===== config.mk =====
export PLATFORM = sky130hd
export DESIGN_NAME = qvr_front
export DESIGN_NICKNAME = d
export VERILOG_FILES = /design/src/sv/assert_macros.svh /design/src/sv/qvr_pkg.sv /design/src/sv/qvr_front.sv
export SDC_FILE = /design/constraint.sdc
export NUM_CORES = 1
export LEC_CHECK = 0
export BUFFER_PORTS_ARGS = -buffer_cell sky130_fd_sc_hd__buf_4
export CAP_MARGIN = 10
export CORE_ASPECT_RATIO = 1.75
export CORE_MARGIN = 3
export CORE_UTILIZATION = 40
export CTS_BUF_LIST = sky130_fd_sc_hd__clkbuf_16
export CTS_CLUSTER_DIAMETER = 40
export DETAILED_ROUTE_END_ITERATION = 8
export GPL_TIMING_DRIVEN = 0
export HOLD_SLACK_MARGIN = 0.08
export PLACE_DENSITY_LB_ADDON = 0.2
export SYNTH_ARGS = -nofsm -noshare
export SYNTH_HDL_FRONTEND = slang
export SYNTH_SLANG_ARGS = --single-unit

===== constraint.sdc =====
create_clock -name clk -period 15.6 [get_ports clk]
set_input_delay 1.56 -clock clk [delete_from_list [all_inputs] [get_ports clk]]
set_output_delay 1.56 -clock clk [all_outputs]
set_load 0.005 [all_outputs]

===== src/sv/assert_macros.svh =====
// ----------------------------------------------------------------------------
// Assertion macros
// Shared concurrent assertion forms, clocked on clk and disabled in reset.
// ----------------------------------------------------------------------------
`ifndef ASSERT_MACROS_SVH
`define ASSERT_MACROS_SVH

// plain property check
`define QVR_ASSERT(lbl, prop, msg) \
	lbl: assert property (@(posedge clk) disable iff (!arst_n) (prop)) else $error(msg);

// same-cycle implication
`define QVR_ASSERT_IMP(lbl, ante, cons, msg) \
	`QVR_ASSERT(lbl, (ante) |-> (cons), msg)

`endif


===== src/sv/qvr_pkg.sv =====
// ----------------------------------------------------------------------------
// qvr_pkg
// Types and constants shared by the quaternion vector rotation unit.
// ----------------------------------------------------------------------------
package qvr_pkg;

	localparam int unsigned DATA_W      = 32;
	localparam int unsigned UNIT_SHIFT  = 30;               // unit quaternion is Q2.30
	localparam int unsigned MAG_W       = 31;               // normalized magnitude
	localparam int unsigned SQ_W        = 2 * MAG_W;        // squared magnitude
	localparam int unsigned N2_W        = 64;               // sum of squares
	localparam int unsigned ROOT_W      = 32;
	localparam int unsigned NUM_W       = MAG_W + UNIT_SHIFT + 1;
	localparam int unsigned QUO_W       = 31;
	localparam int unsigned SQRT_STEPS  = 32;
	localparam int unsigned DIV_STEPS   = QUO_W;
	localparam int unsigned QUEUE_DEPTH = 4;
	localparam int unsigned PTR_W       = $clog2(QUEUE_DEPTH);
	localparam int unsigned CNT_W       = $clog2(QUEUE_DEPTH + 1);
	localparam int unsigned PA_W        = 2 * DATA_W;       // u * v
	localparam int unsigned TA_W        = PA_W + 2;         // sum of three
	localparam int unsigned T_W         = 34;               // first product term
	localparam int unsigned PB_W        = T_W + DATA_W;     // t * u
	localparam int unsigned RB_W        = PB_W + 2;         // sum of four
	localparam int unsigned R_W         = 38;               // unclamped result

	typedef struct packed {
		logic signed [DATA_W-1:0] quat_w;
		logic signed [DATA_W-1:0] quat_x;
		logic signed [DATA_W-1:0] quat_y;
		logic signed [DATA_W-1:0] quat_z;
		logic signed [DATA_W-1:0] vec_x;
		logic signed [DATA_W-1:0] vec_y;
		logic signed [DATA_W-1:0] vec_z;
	} qvr_in_t;

	typedef struct packed {
		logic signed [DATA_W-1:0] rot_x;
		logic signed [DATA_W-1:0] rot_y;
		logic signed [DATA_W-1:0] rot_z;
		logic                     degenerate;
		logic                     saturated;
	} qvr_out_t;

	typedef struct packed {
		logic signed [DATA_W-1:0] vec_x;
		logic signed [DATA_W-1:0] vec_y;
		logic signed [DATA_W-1:0] vec_z;
	} qvr_vec_t;

	// what travels alongside the arithmetic in the back end
	typedef struct packed {
		logic [3:0] neg;
		logic       degen;
		qvr_vec_t   vec;
	} qvr_side_t;

	// classified transaction held in the queue
	typedef struct packed {
		logic [3:0][MAG_W-1:0] mag;
		qvr_side_t             side;
	} qvr_item_t;

endpackage


===== src/sv/qvr_front.sv =====
// ----------------------------------------------------------------------------
// qvr_front
// Accepts transactions, takes magnitudes and scales the quaternion so that
// its largest component sits at bit 30, and flags the zero quaternion.
// ----------------------------------------------------------------------------
module qvr_front (
	input  logic               clk,
	input  logic               arst_n,
	input  logic               item_valid,
	output logic               item_stall,
	input  qvr_pkg::qvr_in_t   item,
	input  logic               full,
	output logic               push,
	output qvr_pkg::qvr_item_t push_data
);
	import qvr_pkg::*;

	logic                   adv;
	logic                   vld_s1, vld_s2;
	logic [3:0][DATA_W-1:0] quat, mag_in;
	logic [3:0][DATA_W-1:0] mag_s1, mag_s2;
	logic [3:0]             neg_s1, neg_s2;
	qvr_vec_t               vec_s1, vec_s2;
	logic [DATA_W-1:0]      m01, m23, mx, m_s2;
	logic [4:0]             lead, shl;
	logic [3:0][DATA_W-1:0] shifted;

	// both stages move together whenever the last one can drain
	assign adv        = !vld_s2 || !full;
	assign item_stall = !adv;
	assign push       = vld_s2 && !full;

	// magnitudes, index 0 is the scalar part
	assign quat = {item.quat_z, item.quat_y, item.quat_x, item.quat_w};
	always_comb begin
		for (int i = 0; i < 4; i++) begin
			mag_in[i] = quat[i][DATA_W-1] ? (~quat[i] + 1'b1) : quat[i];
		end
	end

	// largest magnitude
	always_comb begin
		m01 = (mag_s1[0] > mag_s1[1]) ? mag_s1[0] : mag_s1[1];
		m23 = (mag_s1[2] > mag_s1[3]) ? mag_s1[2] : mag_s1[3];
		mx  = (m01 > m23) ? m01 : m23;
	end

	always_ff @(posedge clk or negedge arst_n) begin
		if (!arst_n) begin
			vld_s1 <= 1'b0;
			vld_s2 <= 1'b0;
		end else if (adv) begin
			vld_s1 <= item_valid;
			vld_s2 <= vld_s1;
		end
	end

	always_ff @(posedge clk) begin
		if (adv) begin
			mag_s1 <= mag_in;
			neg_s1 <= {item.quat_z[DATA_W-1], item.quat_y[DATA_W-1],
				item.quat_x[DATA_W-1], item.quat_w[DATA_W-1]};
			vec_s1 <= '{vec_x: item.vec_x, vec_y: item.vec_y, vec_z: item.vec_z};
			mag_s2 <= mag_s1;
			neg_s2 <= neg_s1;
			vec_s2 <= vec_s1;
			m_s2   <= mx;
		end
	end

	// leading zero count; shift left brings the top bit to bit 30
	always_comb begin
		lead = '0;
		for (int i = 0; i < DATA_W; i++) begin
			if (m_s2[i]) lead = 5'(DATA_W - 1 - i);
		end
		shl = lead - 5'd1;
		for (int i = 0; i < 4; i++) begin
			shifted[i] = mag_s2[i] << shl;
		end
	end

	always_comb begin
		for (int i = 0; i < 4; i++) begin
			push_data.mag[i] = m_s2[DATA_W-1] ? mag_s2[i][DATA_W-1:1] : shifted[i][MAG_W-1:0];
		end
		push_data.side.neg   = neg_s2;
		push_data.side.degen = (m_s2 == '0);
		push_data.side.vec   = vec_s2;
	end

endmodule


==> impl_results.md, run 1 <==
- Outcome: completed
- Top-level I/O count: between 400 and 500
- DR vias/cell: about 6
- Maxcap violations: 0
- GRT overflow: 0
- Port buffer count: about 450
- Detailed Place HPWL: 98,460 um
- DR WL/cell: around 34 um
- Post-Route WL: 120,100 um
- Register area share after synthesis: between 50% and 60%
- Post-route ant nets: 0
- Critical Path RT: ~14 ns
- Mapped Cells: 2,135
- CP endpoint kind: primary output
- RD Place Congestion: about 1.0
- Die X: around 210 um
- Final Setup Violations: 0
- Final Max Slew Viols: 0
- Htree depth: 2
- Antenna violations before repair: 1
- Worst vdd ir: a little under 200 uV
- Post-synth net total: about 2,500
- Largest net degree at the start of global routing: 76
- Clock skew: 0.01903 ns
- Number of synthesized flops with an enable pin: approximately 490
- Post-synth cell types: 70
- Crit Path Class: flop to primary output
- Crit start category: flop
- Leading cell type by number of instances after synthesis: edfxtp_1
- Maximum fanout along the worst path: 10
- Final critical-path required period: approximately 8.4 ns
- Clk pin slew, worst setup/hold paths: around 0.070 ns
- Vias: roughly 22,000
- Yosys reg bits: 490
- TritonCTS Buffers: 41
- # DRC: 0
- Power per cell area: around 210 nW/um2
- Core box area: 68,800 um2
- Share of cells above drive strength 1: between 20% and 30%
- Worst Hold Class: flop to flop
- CTS max path bufs: 3
- Post-route cell area: around 34,000 um2
- Slew HR: roughly a tenth
- Post-route setup TNS: 0 ns
- Nets: roughly 3,000
- 1st-iter DRT viols: about 2,000
- CTS Hold Bufs: 0
- RSZ-0062 raised after global routing: false
- Rows: around 130
- Fmax: between 0.1 and 0.15 GHz
- Post-cts resize count: 0
- Vias in the first global route: 22,650
- Die Span Y: between 300 and 400 um
- Synthesized area: ~28,000 um2
- CTS tree: yes
- Synth area leader: edfxtp_1
- Starting Density: 40.55%
- First-pass GRT wire length: about 170,000 um
- Yosys warnings: 0
- Root Driver: clkbuf_16
- Clk Latency, worst-skew pair: ~0.56 ns
- Leak pwr: roughly 14 nW
- Fillers: approximately 6,000
- Crit share post-route: between 50% and 60%
- Total global-route track usage: between 30% and 40%
- CTS sink count: slightly below 500
- Final Hold Viols: 0
- Post-CTS Setup Inserts: 0
- Slew @ Worst Pin: ~1.4 ns
- Yosys top cell area share: between 50% and 60%
- Final hold slack: around 0.41 ns
- Main synth FF type: edfxtp_1
- TritonRoute pass-1 iters: 5
- Crit path arrival time: 6.83 ns
- Largest cells by area after synthesis: edfxtp_1, mux4_2, mux2i_1
- Placement Cell Area: 32,670 um2
- Full die area: between 70,000 and 80,000 um2
- Syn Area/Cell: approximately 13 um2
- Most frequent cells after synthesis: edfxtp_1, mux2i_1, nand2_1, mux4_2, inv_1
- Area Growth Syn to Fin: 21.86%
- Synth async-reset ratio: less than 1%
-- placed cells by master, fill, tap and decap left out, types with 20 or more instances in the layout --
cell type,count
nor2_1,79
nand4_1,21
buf_2,31
ha_1,101
nand2_1,156
a22o_1,37
a21o_1,20
o21ai_0,101
inv_1,118
nand3_1,29
mux2i_1,189
or3_1,21
xnor2_1,102
a221o_1,23
clkbuf_16,41
mux4_2,120
o31ai_1,26
clkbuf_1,71
nor4_1,24
buf_4,459
a21oi_1,68
edfxtp_1,488
-- logic make-up after synthesis --
group                      synth area share [%]
and+or+nand+nor                           7.619
xor gates and xnor gates                  3.673
muxes                                     16.83
adders and majority gates                 4.529
DFF                                       52.70
AOI/OAI and AO/OA                         11.15
buffers and inverters                     3.502
-- where the power goes --
group	internal, mW	total, mW	switching [mW]
Clock	0.553	1.02	0.468
Combinational	1.71	4.40	2.69
Sequential	1.68	1.89	0.205
-- area by class of cell --
class | count | area, um2 | share of cell area [%]
Antenna cell | 1 | 2.502 | 0.007360
Timing Repair Buffer | 464 | 3642 | 10.71
Clock inverter | 30 | 289.0 | 0.8500
Inverter | 115 | 431.7 | 1.270
Clock buffer | 41 | 1026 | 3.017
Tap cell | 903 | 1130 | 3.323
Multi-Input combinational cell | 1412 | 12230 | 35.97
Buffer | 118 | 545.5 | 1.604
Sequential cell | 490 | 14700 | 43.25
-- sequential cells by signal (all words and copies together) (netlist names) --
name       count
neg_s1         4
push_data     96
m_s2          32
mag_s2       128
vld_s1         1
vld_s2         1
neg_s2         4
mag_s1       128
vec_s1        96
-- stage by stage --
| step | setup WS (ns) | util, % | power [mW] | cells |
|---|---|---|---|---|
| floorplan | 1.717 | - | 4.171 | 2135 |
| global placement | -1.824 | 47.15 | 6.265 | 3492 |
| detailed placement | 8.205 | 47.48 | 6.187 | 3501 |
| CTS | 7.580 | 49.39 | 7.214 | 3572 |
| global route | 6.976 | 49.41 | 7.538 | 3573 |
| finish | 7.205 | 49.42 | 7.309 | 3574 |
-- worst max-delay path, stage by stage (launching register included) --
cell and delay, ns:
edfxtp_1 0.46, nor3_1 0.26, nand4_1 0.12, o211a_1 0.23, buf_4 0.16, inv_2 0.07, buf_6 0.19, buf_6 0.26
buf_2 0.44, ha_1 0.34, inv_1 0.08, a211oi_1 0.21, a21boi_0 0.23, or3_1 0.14, buf_2 0.38, nand2_1 0.38
nor2_1 0.73, clkbuf_1 0.92, o21ai_0 0.28, o2111a_1 0.25, buf_4 0.14
-- path summary, 6_finish.rpt --
kind / startpoint / to / slack [ns] / cells after the start
worst max-delay path: m_s2[28]$_DFFE_PN_ / push_data[221] / 7.21 / 20
worst min-delay path: vec_s1[22]$_DFFE_PN_ / push_data[22]$_DFFE_PN_ / 0.41 / 0
worst max register to register: mag_s1[81]$_DFFE_PN_ / m_s2[19]$_DFFE_PN_ / 8.81 / 20
min in group asynchronous: arst_n / vld_s1$_DFFE_PN0N_ / 0.78 / 1
max in group asynchronous: arst_n / vld_s2$_DFFE_PN0N_ / 14.73 / 1
worst min register to register: vec_s1[22]$_DFFE_PN_ / push_data[22]$_DFFE_PN_ / 0.41 / 0
-- routing by layer --
layer  wire length (um)  vias up  track usage [%]
li1                   -     9416                -
met1              39350    10730            33.39
met2              60070     1265            56.35
met3               8283      395            5.839
met4              12380        0            26.43
met5                  0        -                0
(Power assumes the default switching activity.)
==> run 2: changes to the inputs <==
clock period = 7.75 ns   (was 15.6 ns; I/O delays follow)
==> run 2 against run 1 <==
Final area decreased by 0.50%. First-iteration DRC count decreased by 15%. Worst setup slack got worse by 7.0 ns. Register-to-register slack got worse by 7.9 ns. Sequential share of layout area increased by 0.22 points. Power increased by 100%. Via count increased by 0.52%. Die area unchanged. Non-clock buffer count decreased by 3. Utilization decreased by 0.25 points. Clock-buffer cell count unchanged. Clock power increased by 90%. Critical path type unchanged. Largest cell class unchanged.
==> impl_results.md, run 2 (synthesis gave the netlist of run 1 again) <==
- Full die area: 73,080 um2 (unchanged)
- Total global-route track usage: 32.25% (-0.060 points)
- CTS tree: yes
- Leak pwr: 13.50 nW (-0.51%)
- Crit share post-route: 96.99%
- First-pass GRT wire length: 166,400 um (-0.25%)
- TritonRoute pass-1 iters: 6 (+1)
- Nets: 2,967 (-0.13%)
- Final hold slack: 0.3854 ns (-0.02514 ns)
- Crit Path Class: flop to primary output
- Final Setup Violations: 0 (unchanged)
- Die X: 205.7 um (unchanged)
- Fmax: between 0.1 and 0.15 GHz
- Post-Route WL: 119,800 um (-0.27%)
- Final Max Slew Viols: 0 (unchanged)
- Port buffer count: 454 (unchanged)
- Crit path arrival time: 6.74 ns (-0.09 ns)
- Critical Path RT: 6.97 ns (-7.07 ns)
- Post-CTS Setup Inserts: 0 (unchanged)
- Post-route ant nets: 0 (unchanged)
- Worst Hold Class: input pin to flop
- Final critical-path required period: 7.517 ns
- Core box area: 68,800 um2 (unchanged)
- GRT overflow: 0 (unchanged)
- Die Span Y: 355.4 um (unchanged)
- RD Place Congestion: 1.025 (+0.56%)
- CP cell instances: or3_1 -> a221o_1 -> a21oi_1 -> o211a_1 -> buf_4 -> inv_2 -> buf_6 -> buf_6 -> buf_2 -> ha_1 -> clkbuf_1 -> clkbuf_1 -> clkbuf_1 -> mux4_2 -> a32o_1 -> a21oi_1 -> o221ai_1 -> buf_4
- Final Hold Viols: 0 (unchanged)
- Slew HR: 6.582% (-3.4 points)
- Biggest registers after layout: mag_s1 (128), mag_s2 (128)
- 1st-iter DRT viols: 1,688 (-15%)
- Rows: 127 (unchanged)
- Most common cell on crit path: clkbuf_1
- Final core utilization: 49.17% (-0.25 points)
- Vias in the first global route: 22,560 (-0.41%)
- Max incr delay on CP: 0.89 ns (-0.03 ns)
- Slowest stage cell, crit path: clkbuf_1
- Placement Cell Area: 32,580 um2 (-0.28%)
- Maxcap violations: 0 (unchanged)
- Clk Latency, worst-skew pair: 0.56 ns (about the same)
- CTS sink count: 490 (unchanged)
- Worst R2R Setup Slack: 0.91 ns (-7.90 ns)
- DR WL/cell: 33.56 um (-0.13%)
- Slew @ Worst Pin: 1.401 ns (+0.05105 ns)
- Starting Density: 40.55% (unchanged)
- Antenna violations before repair: 0 (-1)
- RSZ-0062 raised after global routing: false
- Root Driver: clkbuf_16
- Crit start category: flop
- Top-level I/O count: 455 (unchanged)
- Vias: 21,920 (+0.52%)
- Clock skew: 0.02468 ns (+0.005649 ns)
- N_diodes: 0 (-1)
- Cell family with most CP delay: buffers and inverters
- Most frequent cells in the layout: edfxtp_1, buf_4, mux2i_1, nand2_1, inv_1
- Outcome: completed
- Final WS setup: 0.2329 ns (-6.972 ns)
- Post-place setup slack: 0.6219 ns (-7.583 ns)
- DR vias/cell: 6.140 (+0.66%)
- CP endpoint kind: primary output
- Area Growth Syn to Fin: 21.26%
- Clk pin slew, worst setup/hold paths: 0.07 ns (about the same)
- # DRC: 0 (unchanged)
- Power per cell area: 433.7 nW/um2 (+100%)
- CTS max path bufs: 3 (unchanged)
- TritonCTS Buffers: 40 (-2.4%)
- Htree depth: 2 (unchanged)
- Worst path bufs/invs: 9 (unchanged)
- Worst vdd ir: 393.9 uV (+100%)
- Most common cell after layout, fill and taps aside: edfxtp_1
- Detailed Place HPWL: 98,100 um (-0.36%)
- Maximum fanout along the worst path: 10 (unchanged)
- Share of cells above drive strength 1: 26.29% (-0.52 points)
- Post-route cell area: 33,830 um2 (-0.50%)
- Largest net degree at the start of global routing: 135 (+78%)
- Post-route setup TNS: 0 ns (unchanged)
## run 2: changes by cell type in the layout (fill, tap and decap cells not counted), moves of 2 or more
| cell | change |
|---|---|
| inv_6 | +2 |
| bufinv_16 | -2 |
| clkinv_1 | +3 |
| clkinv_4 | -2 |
| clkinv_2 | -7 |
| buf_16 | -4 |
| inv_1 | +7 |
## run 2: worst reg2reg max path, cell delays in order, from the launching register on
cell	delay (ns)
edfxtp_1	0.44
inv_1	0.07
ha_1	0.30
a21o_1	0.16
a21o_1	0.17
a2111oi_0	0.41
o21ai_0	0.20
a221oi_1	0.33
nor2_1	0.07
o21ai_1	0.48
buf_2	0.40
mux2i_1	0.80
inv_1	0.11
ha_1	0.33
nand4_1	0.09
nor2_1	0.17
nand2_1	0.10
nor3_1	0.30
nand3_1	0.16
o21a_1	0.13
a31oi_1	0.51
clkbuf_1	0.59
mux2i_1	0.34
## run 2: area by class of cell
cell class | count | area, um2
inverter | 115 | 431.7
sequential | 490 | 14700
timing repair buffer | 461 | 3538
multi-input combinational | 1412 | 12240
clock buffer | 41 | 1026
tap | 903 | 1130
buffer | 118 | 545.5
clock inverter | 29 | 212.7
fill | 6009 | 34970
## run 2: timing repair
action,CTS,global route
pin swaps,0,0
endpoints found under the setup margin,1,2
hold buffers,1,0
hold endpoints to repair,2,0
gates resized for setup,1,1
## run 2: worst paths after layout
kind / startpoint / to / cells after the start
hold reg to reg: vec_s1[2]$_DFFE_PN_ / push_data[2]$_DFFE_PN_ / 0
setup reg to reg: mag_s1[41]$_DFFE_PN_ / m_s2[19]$_DFFE_PN_ / 22
min in group asynchronous: arst_n / vld_s2$_DFFE_PN0N_ / 2
max in group asynchronous: arst_n / vld_s1$_DFFE_PN0N_ / 2
setup / recovery: m_s2[11]$_DFFE_PN_ / push_data[187] / 18
hold / removal: item[68] / vec_s1[68]$_DFFE_PN_ / 1
## run 2: per-stage QoR
step	power (mW)	cells
2_1_floorplan	8.337	2135
3_3_place_gp	12.66	3492
3_5_place_dp	12.54	3498
4_1_cts	14.51	3569
5_1_grt	15.11	3569
6_report	14.67	3569
## run 2: where the power goes
group	switching, mW	total, mW	internal, mW	leakage (nW)
registers	0.413	3.80	3.39	4.94
clock network	0.907	1.94	1.04	0.645
logic	5.50	8.93	3.43	7.92
## run 2: metal layers
layer	GRT usage, %	share of wire, %
met5	0	0
met4	27.12	11
met3	5.537	6.7
met2	55.15	49
met1	34.19	33
